--- src/hdl/pcm_capture_level_stats_defines.svh ---
// Assertion helpers for the capture statistics RTL.
`ifndef PCM_CAPTURE_LEVEL_STATS_DEFINES_SVH
`define PCM_CAPTURE_LEVEL_STATS_DEFINES_SVH

// Same-cycle implication, checked on every rising clock edge out of reset.
`define PCS_ASSERT_SAME(label, clk, rst, ante, cons, msg) \
   label: assert property (@(posedge clk) disable iff (rst) (ante) |-> (cons)) \
      else $error(msg);

// Next-cycle implication.
`define PCS_ASSERT_NEXT(label, clk, rst, ante, cons, msg) \
   label: assert property (@(posedge clk) disable iff (rst) (ante) |=> (cons)) \
      else $error(msg);

`endif

--- src/hdl/pcs_pkg.sv ---
package pcs_pkg;

   localparam int COUNT_BITS = 24;
   localparam int SAMPLE_W   = 16;
   localparam int CNT_W      = COUNT_BITS;
   localparam int RAW_W      = COUNT_BITS + 2;
   localparam int ACC_W      = COUNT_BITS + 15;

   localparam logic signed [SAMPLE_W-1:0] SAMPLE_MIN = 16'sh8000;
   localparam logic signed [SAMPLE_W-1:0] SAMPLE_MAX = 16'sh7FFF;

   localparam logic [CNT_W-1:0] TARGET_RESET = CNT_W'(16000);

   typedef struct packed {
      logic signed [SAMPLE_W-1:0] mono_sample;
      logic signed [SAMPLE_W-1:0] min_level;
      logic signed [SAMPLE_W-1:0] max_level;
      logic [CNT_W-1:0]           nonzero_total;
      logic [CNT_W-1:0]           left_nonzero_total;
      logic [CNT_W-1:0]           right_nonzero_total;
      logic [CNT_W-1:0]           clip_low_total;
      logic [CNT_W-1:0]           clip_high_total;
      logic [ACC_W-1:0]           magnitude_sum;
      logic [CNT_W-1:0]           samples_taken;
      logic [RAW_W-1:0]           nonzero_byte_total;
      logic                       capture_done;
   } rsp_payload_type;

   // Saturating increment of a counter.
   function automatic logic [CNT_W-1:0] sat_inc(input logic [CNT_W-1:0] v, input logic en);
      logic [CNT_W-1:0] r;
      r = v;
      if (en && (v != {CNT_W{1'b1}})) begin
         r = v + CNT_W'(1);
      end
      return r;
   endfunction

endpackage

--- src/hdl/pcs_req_if.sv ---
interface pcs_req_if;
   logic                                valid;
   logic                                ready;
   logic signed [pcs_pkg::SAMPLE_W-1:0] left_sample;
   logic signed [pcs_pkg::SAMPLE_W-1:0] right_sample;
   logic                                start_new;

   modport source (output valid, left_sample, right_sample, start_new, input ready);
   modport sink   (input valid, left_sample, right_sample, start_new, output ready);
endinterface

--- src/hdl/pcs_rsp_if.sv ---
interface pcs_rsp_if;
   logic                                valid;
   logic                                ready;
   logic signed [pcs_pkg::SAMPLE_W-1:0] mono_sample;
   logic signed [pcs_pkg::SAMPLE_W-1:0] min_level;
   logic signed [pcs_pkg::SAMPLE_W-1:0] max_level;
   logic [pcs_pkg::CNT_W-1:0]           nonzero_total;
   logic [pcs_pkg::CNT_W-1:0]           left_nonzero_total;
   logic [pcs_pkg::CNT_W-1:0]           right_nonzero_total;
   logic [pcs_pkg::CNT_W-1:0]           clip_low_total;
   logic [pcs_pkg::CNT_W-1:0]           clip_high_total;
   logic [pcs_pkg::ACC_W-1:0]           magnitude_sum;
   logic [pcs_pkg::CNT_W-1:0]           samples_taken;
   logic [pcs_pkg::RAW_W-1:0]           nonzero_byte_total;
   logic                                capture_done;

   modport source (output valid, mono_sample, min_level, max_level, nonzero_total,
                   left_nonzero_total, right_nonzero_total, clip_low_total,
                   clip_high_total, magnitude_sum, samples_taken, nonzero_byte_total,
                   capture_done, input ready);
   modport sink   (input valid, mono_sample, min_level, max_level, nonzero_total,
                   left_nonzero_total, right_nonzero_total, clip_low_total,
                   clip_high_total, magnitude_sum, samples_taken, nonzero_byte_total,
                   capture_done, output ready);
endinterface

--- src/hdl/pcm_capture_level_stats.sv ---
// Capture level statistics: each request carries one stereo frame; the left
// sample is the mono capture sample, and each captured frame yields one
// response with the sample and the running min/max, nonzero, clip, magnitude,
// sample and raw-byte counts (all saturating). Once samples_taken reaches
// csr target_samples (reset 16000) frames are dropped with no response until
// a request with start_new set, which clears the statistics and opens a new
// capture with that frame. Throughput is one request per clock while the
// response side is not stalled; a response passes the input register, then
// the statistics update into the response register. req ready falls only when
// both the input register and the response register hold undelivered data.
// Write target_samples only while no request is in flight.

`include "pcm_capture_level_stats_defines.svh"

module pcm_capture_level_stats (
   input  logic                        clock,
   input  logic                        reset,
   pcs_req_if.sink                     req_bus,
   pcs_rsp_if.source                   rsp_bus,
   input  logic                        csr_write_enable,
   input  logic [pcs_pkg::CNT_W-1:0]   csr_write_data
);

   localparam int SW = pcs_pkg::SAMPLE_W;
   localparam int CW = pcs_pkg::CNT_W;
   localparam int RW = pcs_pkg::RAW_W;
   localparam int AW = pcs_pkg::ACC_W;

   // configuration
   logic [CW-1:0] target_ff;

   // input register stage
   logic                 in_valid_ff, in_valid_in;
   logic signed [SW-1:0] in_left_ff;
   logic signed [SW-1:0] in_right_ff;
   logic                 in_start_ff;

   // running statistics
   logic signed [SW-1:0] run_min_ff, run_min_in;
   logic signed [SW-1:0] run_max_ff, run_max_in;
   logic [CW-1:0] cnt_nonzero_ff, cnt_nonzero_in;
   logic [CW-1:0] cnt_left_ff, cnt_left_in;
   logic [CW-1:0] cnt_right_ff, cnt_right_in;
   logic [CW-1:0] cnt_clip_low_ff, cnt_clip_low_in;
   logic [CW-1:0] cnt_clip_high_ff, cnt_clip_high_in;
   logic [AW-1:0] abs_acc_ff, abs_acc_in;
   logic [CW-1:0] cnt_samples_ff, cnt_samples_in;
   logic [RW-1:0] cnt_raw_ff, cnt_raw_in;

   // response register
   logic                     rsp_valid_ff, rsp_valid_in;
   pcs_pkg::rsp_payload_type rsp_ff, rsp_in;

   // datapath temporaries
   logic                 advance;      // input stage may move into response stage
   logic                 fire;         // input stage item consumed this cycle
   logic                 stopped;      // capture finished, frame dropped
   logic                 take;         // frame produces a response
   logic signed [SW-1:0] base_min, base_max;
   logic [CW-1:0]        base_nonzero, base_left, base_right;
   logic [CW-1:0]        base_clip_low, base_clip_high, base_samples;
   logic [AW-1:0]        base_acc;
   logic [RW-1:0]        base_raw;
   logic [2:0]           byte_cnt;
   logic [RW:0]          raw_sum;
   logic [SW-1:0]        mag;
   logic [AW:0]          acc_sum;
   logic                 left_nz, right_nz;

   assign advance       = !rsp_valid_ff || rsp_bus.ready;
   assign fire          = in_valid_ff && advance;
   assign req_bus.ready = !in_valid_ff || advance;

   always_comb begin
      // start_new: statistics restart from reset values ahead of this frame
      if (in_start_ff) begin
         base_min       = pcs_pkg::SAMPLE_MAX;
         base_max       = pcs_pkg::SAMPLE_MIN;
         base_nonzero   = '0;
         base_left      = '0;
         base_right     = '0;
         base_clip_low  = '0;
         base_clip_high = '0;
         base_acc       = '0;
         base_samples   = '0;
         base_raw       = '0;
      end else begin
         base_min       = run_min_ff;
         base_max       = run_max_ff;
         base_nonzero   = cnt_nonzero_ff;
         base_left      = cnt_left_ff;
         base_right     = cnt_right_ff;
         base_clip_low  = cnt_clip_low_ff;
         base_clip_high = cnt_clip_high_ff;
         base_acc       = abs_acc_ff;
         base_samples   = cnt_samples_ff;
         base_raw       = cnt_raw_ff;
      end

      stopped = !in_start_ff && (cnt_samples_ff >= target_ff);
      take    = fire && !stopped;

      left_nz  = (in_left_ff != '0);
      right_nz = (in_right_ff != '0);

      // nonzero bytes among the frame's four raw bytes
      byte_cnt = 3'(in_left_ff[7:0] != 8'd0) + 3'(in_left_ff[15:8] != 8'd0)
               + 3'(in_right_ff[7:0] != 8'd0) + 3'(in_right_ff[15:8] != 8'd0);
      raw_sum  = {1'b0, base_raw} + (RW+1)'(byte_cnt);

      // |left|; -32768 maps to 0x8000, which still fits unsigned 16 bits
      mag     = in_left_ff[SW-1] ? SW'(-in_left_ff) : SW'(in_left_ff);
      acc_sum = {1'b0, base_acc} + (AW+1)'(mag);

      run_min_in       = (in_left_ff < base_min) ? in_left_ff : base_min;
      run_max_in       = (in_left_ff > base_max) ? in_left_ff : base_max;
      cnt_nonzero_in   = pcs_pkg::sat_inc(base_nonzero, left_nz);
      cnt_left_in      = pcs_pkg::sat_inc(base_left, left_nz);
      cnt_right_in     = pcs_pkg::sat_inc(base_right, right_nz);
      cnt_clip_low_in  = pcs_pkg::sat_inc(base_clip_low, in_left_ff == pcs_pkg::SAMPLE_MIN);
      cnt_clip_high_in = pcs_pkg::sat_inc(base_clip_high, in_left_ff == pcs_pkg::SAMPLE_MAX);
      cnt_samples_in   = pcs_pkg::sat_inc(base_samples, 1'b1);
      cnt_raw_in       = raw_sum[RW] ? {RW{1'b1}} : raw_sum[RW-1:0];
      abs_acc_in       = acc_sum[AW] ? {AW{1'b1}} : acc_sum[AW-1:0];

      rsp_in.mono_sample         = in_left_ff;
      rsp_in.min_level           = run_min_in;
      rsp_in.max_level           = run_max_in;
      rsp_in.nonzero_total       = cnt_nonzero_in;
      rsp_in.left_nonzero_total  = cnt_left_in;
      rsp_in.right_nonzero_total = cnt_right_in;
      rsp_in.clip_low_total      = cnt_clip_low_in;
      rsp_in.clip_high_total     = cnt_clip_high_in;
      rsp_in.magnitude_sum       = abs_acc_in;
      rsp_in.samples_taken       = cnt_samples_in;
      rsp_in.nonzero_byte_total  = cnt_raw_in;
      rsp_in.capture_done        = (cnt_samples_in >= target_ff);

      // response slot: refilled by a taken frame, emptied once delivered
      if (advance) begin
         rsp_valid_in = take;
      end else begin
         rsp_valid_in = rsp_valid_ff;
      end

      // input slot: loaded on request accept, emptied when consumed
      if (req_bus.valid && req_bus.ready) begin
         in_valid_in = 1'b1;
      end else if (fire) begin
         in_valid_in = 1'b0;
      end else begin
         in_valid_in = in_valid_ff;
      end
   end

   // control and statistics state
   always_ff @(posedge clock) begin
      if (reset) begin
         target_ff        <= pcs_pkg::TARGET_RESET;
         in_valid_ff      <= 1'b0;
         rsp_valid_ff     <= 1'b0;
         run_min_ff       <= pcs_pkg::SAMPLE_MAX;
         run_max_ff       <= pcs_pkg::SAMPLE_MIN;
         cnt_nonzero_ff   <= '0;
         cnt_left_ff      <= '0;
         cnt_right_ff     <= '0;
         cnt_clip_low_ff  <= '0;
         cnt_clip_high_ff <= '0;
         abs_acc_ff       <= '0;
         cnt_samples_ff   <= '0;
         cnt_raw_ff       <= '0;
      end else begin
         if (csr_write_enable) begin
            target_ff <= csr_write_data;
         end
         in_valid_ff  <= in_valid_in;
         rsp_valid_ff <= rsp_valid_in;
         if (take) begin
            run_min_ff       <= run_min_in;
            run_max_ff       <= run_max_in;
            cnt_nonzero_ff   <= cnt_nonzero_in;
            cnt_left_ff      <= cnt_left_in;
            cnt_right_ff     <= cnt_right_in;
            cnt_clip_low_ff  <= cnt_clip_low_in;
            cnt_clip_high_ff <= cnt_clip_high_in;
            abs_acc_ff       <= abs_acc_in;
            cnt_samples_ff   <= cnt_samples_in;
            cnt_raw_ff       <= cnt_raw_in;
         end
      end
   end

   // payload registers, no reset
   always_ff @(posedge clock) begin
      if (req_bus.valid && req_bus.ready) begin
         in_left_ff  <= req_bus.left_sample;
         in_right_ff <= req_bus.right_sample;
         in_start_ff <= req_bus.start_new;
      end
      if (take) begin
         rsp_ff <= rsp_in;
      end
   end

   assign rsp_bus.valid               = rsp_valid_ff;
   assign rsp_bus.mono_sample         = rsp_ff.mono_sample;
   assign rsp_bus.min_level           = rsp_ff.min_level;
   assign rsp_bus.max_level           = rsp_ff.max_level;
   assign rsp_bus.nonzero_total       = rsp_ff.nonzero_total;
   assign rsp_bus.left_nonzero_total  = rsp_ff.left_nonzero_total;
   assign rsp_bus.right_nonzero_total = rsp_ff.right_nonzero_total;
   assign rsp_bus.clip_low_total      = rsp_ff.clip_low_total;
   assign rsp_bus.clip_high_total     = rsp_ff.clip_high_total;
   assign rsp_bus.magnitude_sum       = rsp_ff.magnitude_sum;
   assign rsp_bus.samples_taken       = rsp_ff.samples_taken;
   assign rsp_bus.nonzero_byte_total  = rsp_ff.nonzero_byte_total;
   assign rsp_bus.capture_done        = rsp_ff.capture_done;

   // a taken frame shows up as a response carrying the updated sample count
   `PCS_ASSERT_NEXT(a_take_to_rsp, clock, reset, take,
      rsp_valid_ff && (rsp_ff.samples_taken == cnt_samples_ff),
      "taken frame did not produce matching response")

   // once any sample is captured the running min cannot exceed the max
   `PCS_ASSERT_SAME(a_min_le_max, clock, reset, cnt_samples_ff != '0,
      run_min_ff <= run_max_ff, "running min above running max")

   // every clip-high sample is also a nonzero sample, and nonzero never exceeds samples
   `PCS_ASSERT_SAME(a_clip_le_nonzero, clock, reset, 1'b1,
      (cnt_clip_high_ff <= cnt_nonzero_ff) && (cnt_nonzero_ff <= cnt_samples_ff),
      "statistics counters out of order")

endmodule
--- src/flat_wrapper.sv ---
// flat-port wrapper written by rule: the top's interface ports become plain ports
module pcm_capture_level_stats_flat 
  (clock, reset, csr_write_enable, csr_write_data, req_bus_valid, req_bus_left_sample, req_bus_right_sample, req_bus_start_new, req_bus_ready, rsp_bus_valid, rsp_bus_mono_sample, rsp_bus_min_level, rsp_bus_max_level, rsp_bus_nonzero_total, rsp_bus_left_nonzero_total, rsp_bus_right_nonzero_total, rsp_bus_clip_low_total, rsp_bus_clip_high_total, rsp_bus_magnitude_sum, rsp_bus_samples_taken, rsp_bus_nonzero_byte_total, rsp_bus_capture_done, rsp_bus_ready);
  pcs_req_if req_bus_i ();
  pcs_rsp_if rsp_bus_i ();
  input  logic clock;
  input  logic reset;
  input  logic csr_write_enable;
  input  logic [pcs_pkg::CNT_W-1:0] csr_write_data;
  input wire logic [$bits(req_bus_i.valid)-1:0] req_bus_valid;
  input wire logic [$bits(req_bus_i.left_sample)-1:0] req_bus_left_sample;
  input wire logic [$bits(req_bus_i.right_sample)-1:0] req_bus_right_sample;
  input wire logic [$bits(req_bus_i.start_new)-1:0] req_bus_start_new;
  output wire logic [$bits(req_bus_i.ready)-1:0] req_bus_ready;
  output wire logic [$bits(rsp_bus_i.valid)-1:0] rsp_bus_valid;
  output wire logic [$bits(rsp_bus_i.mono_sample)-1:0] rsp_bus_mono_sample;
  output wire logic [$bits(rsp_bus_i.min_level)-1:0] rsp_bus_min_level;
  output wire logic [$bits(rsp_bus_i.max_level)-1:0] rsp_bus_max_level;
  output wire logic [$bits(rsp_bus_i.nonzero_total)-1:0] rsp_bus_nonzero_total;
  output wire logic [$bits(rsp_bus_i.left_nonzero_total)-1:0] rsp_bus_left_nonzero_total;
  output wire logic [$bits(rsp_bus_i.right_nonzero_total)-1:0] rsp_bus_right_nonzero_total;
  output wire logic [$bits(rsp_bus_i.clip_low_total)-1:0] rsp_bus_clip_low_total;
  output wire logic [$bits(rsp_bus_i.clip_high_total)-1:0] rsp_bus_clip_high_total;
  output wire logic [$bits(rsp_bus_i.magnitude_sum)-1:0] rsp_bus_magnitude_sum;
  output wire logic [$bits(rsp_bus_i.samples_taken)-1:0] rsp_bus_samples_taken;
  output wire logic [$bits(rsp_bus_i.nonzero_byte_total)-1:0] rsp_bus_nonzero_byte_total;
  output wire logic [$bits(rsp_bus_i.capture_done)-1:0] rsp_bus_capture_done;
  input wire logic [$bits(rsp_bus_i.ready)-1:0] rsp_bus_ready;
  assign req_bus_i.valid = req_bus_valid;
  assign req_bus_i.left_sample = req_bus_left_sample;
  assign req_bus_i.right_sample = req_bus_right_sample;
  assign req_bus_i.start_new = req_bus_start_new;
  assign req_bus_ready = req_bus_i.ready;
  assign rsp_bus_valid = rsp_bus_i.valid;
  assign rsp_bus_mono_sample = rsp_bus_i.mono_sample;
  assign rsp_bus_min_level = rsp_bus_i.min_level;
  assign rsp_bus_max_level = rsp_bus_i.max_level;
  assign rsp_bus_nonzero_total = rsp_bus_i.nonzero_total;
  assign rsp_bus_left_nonzero_total = rsp_bus_i.left_nonzero_total;
  assign rsp_bus_right_nonzero_total = rsp_bus_i.right_nonzero_total;
  assign rsp_bus_clip_low_total = rsp_bus_i.clip_low_total;
  assign rsp_bus_clip_high_total = rsp_bus_i.clip_high_total;
  assign rsp_bus_magnitude_sum = rsp_bus_i.magnitude_sum;
  assign rsp_bus_samples_taken = rsp_bus_i.samples_taken;
  assign rsp_bus_nonzero_byte_total = rsp_bus_i.nonzero_byte_total;
  assign rsp_bus_capture_done = rsp_bus_i.capture_done;
  assign rsp_bus_i.ready = rsp_bus_ready;
  pcm_capture_level_stats u_core (.clock(clock), .reset(reset), .req_bus(req_bus_i), .rsp_bus(rsp_bus_i), .csr_write_enable(csr_write_enable), .csr_write_data(csr_write_data));
endmodule
--- config.mk ---
export PLATFORM = sky130hd
export DESIGN_NAME = pcm_capture_level_stats_flat
export DESIGN_NICKNAME = d
export VERILOG_FILES = /design/src/hdl/pcs_pkg.sv /design/src/hdl/pcs_req_if.sv /design/src/hdl/pcs_rsp_if.sv /design/src/hdl/pcm_capture_level_stats.sv /design/src/flat_wrapper.sv
export VERILOG_INCLUDE_DIRS = /design/src /design/src/hdl
export SDC_FILE = /design/constraint.sdc
export NUM_CORES = 1
export LEC_CHECK = 0
export ABC_AREA = 1
export BUFFER_PORTS_ARGS = -buffer_cell sky130_fd_sc_hd__buf_2
export CAP_MARGIN = 10
export CORE_MARGIN = 2
export CORE_UTILIZATION = 35
export CTS_BUF_LIST = sky130_fd_sc_hd__clkbuf_8
export CTS_CLUSTER_DIAMETER = 120
export CTS_CLUSTER_SIZE = 28
export DETAILED_ROUTE_END_ITERATION = 12
export MAX_ROUTING_LAYER = met4
export SYNTH_ARGS = -nofsm -noshare
export SYNTH_HDL_FRONTEND = slang
export SYNTH_SLANG_ARGS = --single-unit
export TNS_END_PERCENT = 100
--- constraint.sdc ---
create_clock -name clock -period 13.7 [get_ports clock]
set_input_delay 2.055 -clock clock [delete_from_list [all_inputs] [get_ports clock]]
set_output_delay 2.055 -clock clock [all_outputs]
set_load 0.02 [all_outputs]
==> results.sh, run 1 <==
export IMPL_rsz0062_at_grt="no"
export IMPL_p_per_area_nw_per_um2=99.5
export IMPL_fp_dieH_um=299
export IMPL_path_depth=20
export IMPL_critPathLaunch="u_core.in_start_ff$_DFFE_PP_"
export IMPL_drive_gt1_share_pct=12.7
export IMPL_start_util_pct=35.3
export IMPL_cp_slowest_stage_delay_ps=660
export IMPL_clk_path_buf_depth=3
export IMPL_clk_latency_ps=740
export IMPL_drv_slew=0
export IMPL_port_buffers=321
export IMPL_fp_dieW_um=299
export IMPL_cts_tree="yes"
export IMPL_max_cap_violations=0
export IMPL_cp_endpoint="u_core.rsp_bus.capture_done$_DFFE_PP_"
export IMPL_fp_dieArea_um2=89600
export IMPL_crit_slowest_cell="buf_4"
export IMPL_setup_tns_ps=0
export IMPL_detail_route_vias_per_cell=4.87
export IMPL_grt_pass1_vias=23500
export IMPL_ir_drop_v=0.0000909
export IMPL_max_slew_margin_rel_pct=24.2
export IMPL_skew_ps=73.8
export IMPL_antenna_left=0
export IMPL_crit_buf_inv=6
export IMPL_critPathCaptureType="flip-flop"
export IMPL_fin_crit_sh_pct=36.4
export IMPL_synth_edff_count=291
export IMPL_tightest_slew_ps=1140
export IMPL_drc_errors=0
export IMPL_synth_ff_type="edfxtp_1"
export IMPL_synthTopCellsByCount="nand2_1 (881), nor2_1 (608), inv_1 (389)"
export IMPL_hold_viol=0
export IMPL_htreeDepth=1
export IMPL_rrSetupSlack_ps=8720
export IMPL_reg2reg_to="u_core.rsp_bus.capture_done$_DFFE_PP_"
export IMPL_syn_cell_area_um2=30500
export IMPL_antenna_found_initial=5
export IMPL_synth_top_area_share_pct=28.6
export IMPL_root_buffer="clkbuf_8"
export IMPL_crit_family="buffers and inverters"
export IMPL_grt_max_degree=163
export IMPL_status="completed"
export IMPL_synthTopCellsByArea="edfxtp_1 (29%), dfxtp_1 (17%), nand2_1 (11%), nor2_1 (7.5%), inv_1 (4.8%)"
export IMPL_synthArstFlopShare_pct=0
export IMPL_wl_um=86000
export IMPL_synth_avg_cell_area_um2=7.89
export IMPL_post_cts_repair_setup_buffers=0
export IMPL_setup_worst_path_start_class="flip-flop"
export IMPL_rows=108
export IMPL_groute_usage_overall_pct=19.2
export IMPL_area_growth_pct=9.59
export IMPL_p_leak_nw=14.1
export IMPL_yosysTopAreaCell="edfxtp_1"
export IMPL_seq_area_frac_synth_pct=46.1
export IMPL_reg2reg_from="u_core.in_start_ff$_DFFE_PP_"
export IMPL_nFillCells=9065
export IMPL_fin_crit_ps=4980
export IMPL_critical_path_class="flip-flop to flip-flop"
export IMPL_place_gp_congestion=0.925
export IMPL_cts_resized=0
export IMPL_synthCells=3871
export IMPL_cp_required_ps=14310
export IMPL_ys_seq_elements=558
export IMPL_grt_pass1_wl_um=134000
export IMPL_achievable_frequency_mhz=201
export IMPL_grt_ovfl_total=0
export IMPL_synth_most_common_cell="nand2_1"
export IMPL_dp_hpwl_um=61100
export IMPL_worst_ep_arrival_time_ps=5590
export IMPL_hold_path_class="flip-flop to flip-flop"
export IMPL_ios=322
export IMPL_wire_per_inst_um=16.3
export IMPL_cts_buffers=26
export IMPL_nets=4261
export IMPL_cts_sinks=558
export IMPL_drt_first_iter_violations=1847
export IMPL_synth_cell_types=57
export IMPL_whs_ps=466
export IMPL_core_um2=86600
export IMPL_yosys_warnings=0
export IMPL_vias=25600
export IMPL_crit_fanout=54
export IMPL_drtPass1Iterations=6
export IMPL_cp_cell_sequence="buf_4 -> inv_4 -> buf_4 -> buf_4 -> nand2_1 -> nor2_1 -> nand3_1 -> nor2_1 -> nand2_1 -> inv_1 -> o21ai_0 -> o21ai_0 -> inv_1 -> ha_1 -> a21oi_1 -> o31ai_1 -> nand2_1 -> o311ai_0 -> nand3_1 -> nand4_1"
export IMPL_setup_viol=0
export IMPL_clk_pin_slew_ps=190
export IMPL_reg2regPathDepth=20
export IMPL_synth_fp_nets=4045
export IMPL_cts_hold_buffers=0
cells in the final DEF (no fill, tap or decap), types with 12 or more instances in the layout:
cell / synthesis / layout
o21ai_0: 200 / 200
nor3_1: 70 / 70
a21oi_1: 209 / 209
ha_1: 109 / 109
nand2_1: 881 / 880
nand4_1: 72 / 72
nor4_1: 15 / 14
nand2_2: 16 / 16
o21ai_2: 12 / 12
inv_2: 18 / 18
xnor2_1: 52 / 52
o21ai_1: 81 / 81
nand3_1: 162 / 162
nor2_4: 23 / 23
inv_1: 389 / 400
nor2_2: 41 / 41
dfxtp_1: 267 / 267
edfxtp_1: 291 / 291
o21a_1: 18 / 18
buf_2: 28 / 321
nor2_1: 608 / 608
xor2_1: 108 / 108
buf_4: 11 / 15
clkbuf_8: 0 / 27
sequential cells by signal (all words and copies together), names as in the netlist, 26 cells and up:
register and cells:
u_core.abs_acc_ff 39, u_core.rsp_bus.magnitude_sum 39, u_core.cnt_raw_ff 26, u_core.rsp_bus.nonzero_byte_total 26
power by group:
| part | total [mW] | leakage, nW | switching (mW) | internal, mW |
|---|---|---|---|---|
| clock | 0.755 | 0.310 | 0.554 | 0.200 |
| combinational | 0.606 | 8.82 | 0.423 | 0.182 |
| sequential | 1.97 | 4.97 | 0.0725 | 1.90 |
| total | 3.33 | 14.1 | 1.05 | 2.28 |
tightest hold or removal path, delay by kind of cell (launching register included):
| family | cells | cell delay [ps] |
|---|---|---|
| AOI/OAI and AO/OA | 1 | 50 |
| buffers and inverters | 1 | 60 |
| DFF | 1 | 340 |
cells by family after synthesis:
| kind of cell | Yosys count | share of synthesized area [%] |
|---|---|---|
| AND/OR/NAND/NOR | 1933 | 27.2 |
| AO/OA/AOI/OAI | 548 | 9.56 |
| adder cells (fa/ha/maj) | 112 | 4.66 |
| XOR/XNOR | 160 | 4.59 |
| flip-flops | 558 | 46.1 |
| buffers and inverters | 560 | 7.83 |
worst min-delay path by stage:
| stage | from | endpoint | slack, ps | cells after the start |
|---|---|---|---|---|
| global placement | u_core.cnt_raw_ff[2]$_SDFFE_PP0P_ | u_core.cnt_raw_ff[2]$_SDFFE_PP0P_ | 440 | 2 |
| floorplan | u_core.cnt_raw_ff[2]$_SDFFE_PP0P_ | u_core.cnt_raw_ff[2]$_SDFFE_PP0P_ | 430 | 2 |
| CTS | u_core.cnt_raw_ff[2]$_SDFFE_PP0P_ | u_core.cnt_raw_ff[2]$_SDFFE_PP0P_ | 470 | 2 |
| detailed placement | u_core.cnt_raw_ff[2]$_SDFFE_PP0P_ | u_core.cnt_raw_ff[2]$_SDFFE_PP0P_ | 440 | 2 |
| global route | u_core.cnt_raw_ff[0]$_SDFFE_PP0P_ | u_core.cnt_raw_ff[0]$_SDFFE_PP0P_ | 500 | 2 |
| finish | u_core.cnt_raw_ff[2]$_SDFFE_PP0P_ | u_core.cnt_raw_ff[2]$_SDFFE_PP0P_ | 470 | 2 |
routing by layer:
layer / share of wire [%] / track usage [%]
met1: 48 / 26.7
met2: 45 / 29.8
met3: 5.2 / 2.53
met4: 2.1 / 3.79
met5: 0 / -
stage by stage:
| stage | cell area [um^2] | setup slack (ps) | total power, mW | instances | util [%] |
|---|---|---|---|---|---|
| floorplan | 30500 | 3120 | 2.44 | 3871 | - |
| global placement | 32900 | 8780 | 2.61 | 5213 | 38.0 |
| detailed placement | 32900 | 8670 | 2.61 | 5213 | 38.0 |
| CTS | 33400 | 8670 | 3.38 | 5261 | 38.6 |
| global route | 33500 | 8160 | 3.51 | 5263 | 38.6 |
| finish | 33500 | 8720 | 3.33 | 5263 | 38.6 |
final cells by class:
type / count / area, um^2 / share of cell area [%]
tap: 1155 / 1450 / 4.32
multi-input combinational: 2753 / 14100 / 42.1
timing repair buffer: 339 / 1790 / 5.34
sequential: 558 / 14100 / 42.1
antenna: 1 / 2.50 / 0.00748
clock inverter: 21 / 146 / 0.437
inverter: 409 / 1540 / 4.61
clock buffer: 27 / 372 / 1.11
Power figures use the tool's default switching activity.
==> inputs of run 2 (changes only) <==
Clock period 13.7 ns to 4.9 ns, I/O delays scaled along.
==> run 2 against run 1 <==
Wire length rose by 2.3%. Critical path type unchanged. Worst hold slack got worse by 310 ps. Sequential power increased to 2.8 times the previous value. Clock power increased to 2.9 times the previous value. Non-clock buffer count up 30. Register-to-register slack worse by 7900 ps. Maximum frequency grew 21%. Combinational power grew to 2.9 times the previous value. First-iteration DRC count shrank 11%. Sequential share of layout area is 0.50 points lower. Worst setup slack worse by 7900 ps. Critical endpoint is now u_core.cnt_raw_ff[17]$_SDFFE_PP0P_.
==> results.sh, run 2 (synthesis results as in run 1) <==
export IMPL_status="completed"
export IMPL_core_um2=86600
export IMPL_fin_crit_ps=4110
export IMPL_root_buffer="clkbuf_8"
export IMPL_groute_usage_overall_pct=19.7
export IMPL_grt_pass1_vias=24400
export IMPL_crit_family="simple AND/OR/NAND/NOR gates"
export IMPL_drv_slew=0
export IMPL_vias=25900
export IMPL_hold_viol=0
export IMPL_cp_slowest_stage_delay_ps=420
export IMPL_swShare_pct=32.0
export IMPL_design_area_um2=33900
export IMPL_drtPass1Iterations=5
export IMPL_p_leak_nw=14.3
export IMPL_cts_buffers=27
export IMPL_nets=4292
export IMPL_worst_ep_arrival_time_ps=4740
export IMPL_cp_required_ps=5530
export IMPL_rrSetupSlack_ps=790
export IMPL_p_total_mw=9.47
export IMPL_reg2reg_from="u_core.in_left_ff[0]$_DFFE_PP_"
export IMPL_cts_tree="yes"
export IMPL_dp_hpwl_um=63600
export IMPL_critPathCaptureType="flip-flop"
export IMPL_fin_crit_sh_pct=84.0
export IMPL_hold_end="u_core.in_left_ff[0]$_DFFE_PP_"
export IMPL_reg2regPathDepth=24
export IMPL_wire_per_inst_um=16.6
export IMPL_tightest_slew_ps=1080
export IMPL_antenna_left=0
export IMPL_antenna_found_initial=7
export IMPL_achievable_frequency_mhz=243
export IMPL_whs_path_depth=1
export IMPL_setup_viol=0
export IMPL_setup_worst_path_start_class="flip-flop"
export IMPL_skew_ps=60.9
export IMPL_port_buffers=321
export IMPL_grt_pass1_wl_um=137000
export IMPL_comb_power_share_pct=18.7
export IMPL_clk_latency_ps=750
export IMPL_crit_slowest_cell="edfxtp_1"
export IMPL_drc_errors=0
export IMPL_start_util_pct=35.3
export IMPL_wl_um=88000
export IMPL_grt_max_degree=119
export IMPL_critical_path_class="flip-flop to flip-flop"
export IMPL_drt_first_iter_violations=1651
export IMPL_hold_path_class="primary input to flip-flop"
export IMPL_fp_dieArea_um2=89600
export IMPL_p_per_area_nw_per_um2=279
export IMPL_setup_tns_ps=0
export IMPL_crit_fanout=6
export IMPL_cts_hold_buffers=0
export IMPL_placed_cell_area_um2=33300
export IMPL_final_util_pct=39.1
export IMPL_pwr_share_clk_pct=23.4
export IMPL_ios=322
export IMPL_final_cell_mix="nand2_1 (880), nor2_1 (608), inv_1 (401), buf_2 (321), edfxtp_1 (291)"
export IMPL_max_cap_violations=0
export IMPL_max_slew_margin_rel_pct=27.8
export IMPL_final_common_cell="nand2_1"
export IMPL_power_frac_seq_pct=57.9
export IMPL_rsz0062_at_grt="no"
export IMPL_hp_start="req_bus_left_sample[0]"
export IMPL_cts_sinks=558
export IMPL_clk_pin_slew_ps=170
export IMPL_ir_drop_v=0.000284
export IMPL_clk_path_buf_depth=3
export IMPL_rows=108
export IMPL_drive_gt1_share_pct=13.4
export IMPL_fp_dieH_um=299
export IMPL_nFillCells=8922
export IMPL_cts_resized=0
export IMPL_post_cts_repair_setup_buffers=0
export IMPL_htreeDepth=1
export IMPL_area_growth_pct=10.9
export IMPL_p_switching_mw=3.03
export IMPL_grt_ovfl_total=0
export IMPL_reg2reg_to="u_core.cnt_raw_ff[17]$_SDFFE_PP0P_"
export IMPL_fp_dieW_um=299
export IMPL_crit_buf_inv=5
export IMPL_whs_ps=156
export IMPL_internal_power_mw=6.44
export IMPL_place_gp_congestion=0.931
export IMPL_cp_cell_sequence="inv_1 -> ha_1 -> nand3_1 -> nor3_1 -> nand2_1 -> inv_1 -> ha_1 -> inv_1 -> fa_1 -> inv_1 -> ha_1 -> fa_1 -> nand2_1 -> a21oi_1 -> nand2_1 -> nor2_2 -> nand2_1 -> nor2_2 -> nand2_2 -> nand2_1 -> nor2_1 -> inv_1 -> o21ai_1 -> a21oi_1"
export IMPL_detail_route_vias_per_cell=4.88
-- run 2: layout make-up --
cell class,instances,area [um^2],area share [%]
inverter,409,1540,4.55
multi-input combinational,2753,14100,41.6
clock buffer,28,385,1.14
antenna,4,10.0,0.0296
timing repair buffer,369,2120,6.25
clock inverter,22,195,0.576
sequential,558,14100,41.6
tap,1155,1450,4.27
-- run 2: metrics by stage --
step / setup WS [ps] / instances
6_report: 786 / 5298
5_1_grt: 283 / 5297
4_1_cts: 807 / 5294
3_5_place_dp: 839 / 5244
3_3_place_gp: 973 / 5244
2_1_floorplan: 1080 / 3871
-- run 2: worst max path at each step --
stage / slack [ps] / depth (start not counted) / startpoint / to
final: 790 / 24 / u_core.in_left_ff[0]$_DFFE_PP_ / u_core.cnt_raw_ff[17]$_SDFFE_PP0P_
after global routing: 280 / 24 / u_core.in_left_ff[0]$_DFFE_PP_ / u_core.cnt_raw_ff[17]$_SDFFE_PP0P_
after CTS: 810 / 16 / u_core.in_left_ff[0]$_DFFE_PP_ / u_core.rsp_bus.magnitude_sum[0]$_DFFE_PP_
after detailed placement: 840 / 16 / u_core.in_left_ff[0]$_DFFE_PP_ / u_core.rsp_bus.magnitude_sum[34]$_DFFE_PP_
after global placement: 970 / 16 / u_core.in_left_ff[0]$_DFFE_PP_ / u_core.rsp_bus.magnitude_sum[31]$_DFFE_PP_
after floorplan: 1080 / 13 / u_core.target_ff[1]$_SDFFE_PP0P_ / u_core.rsp_bus.capture_done$_DFFE_PP_
-- run 2: worst register-to-register path: cells and delay by family (launching register included) --
family | cells | cell delay [ps]
AND/OR/NAND/NOR | 11 | 1450
adder cells (fa/ha/maj) | 5 | 1250
buffers and inverters | 5 | 450
AO/OA/AOI/OAI | 3 | 420
flip-flops | 1 | 420
-- run 2: power by group through the flow --
stage               Combinational, mW  Clock [mW]  Sequential [mW]
finish                           1.77        2.21             5.48
global route                     1.99        2.45             5.52
CTS                              1.78        2.33             5.49
detailed placement               1.77           0             5.59
global placement                 1.76           0             5.59
floorplan                        1.06           0             5.71
-- run 2: metal layers --
metal | global-route usage [%] | wire length, um | vias to the layer above
met2 | 30.9 | 39300 | 679
met3 | 2.65 | 4900 | 86
met4 | 4.17 | 2000 | 0
met5 | - | 0 | -
li1 | - | - | 13100
met1 | 27.2 | 41700 | 12000
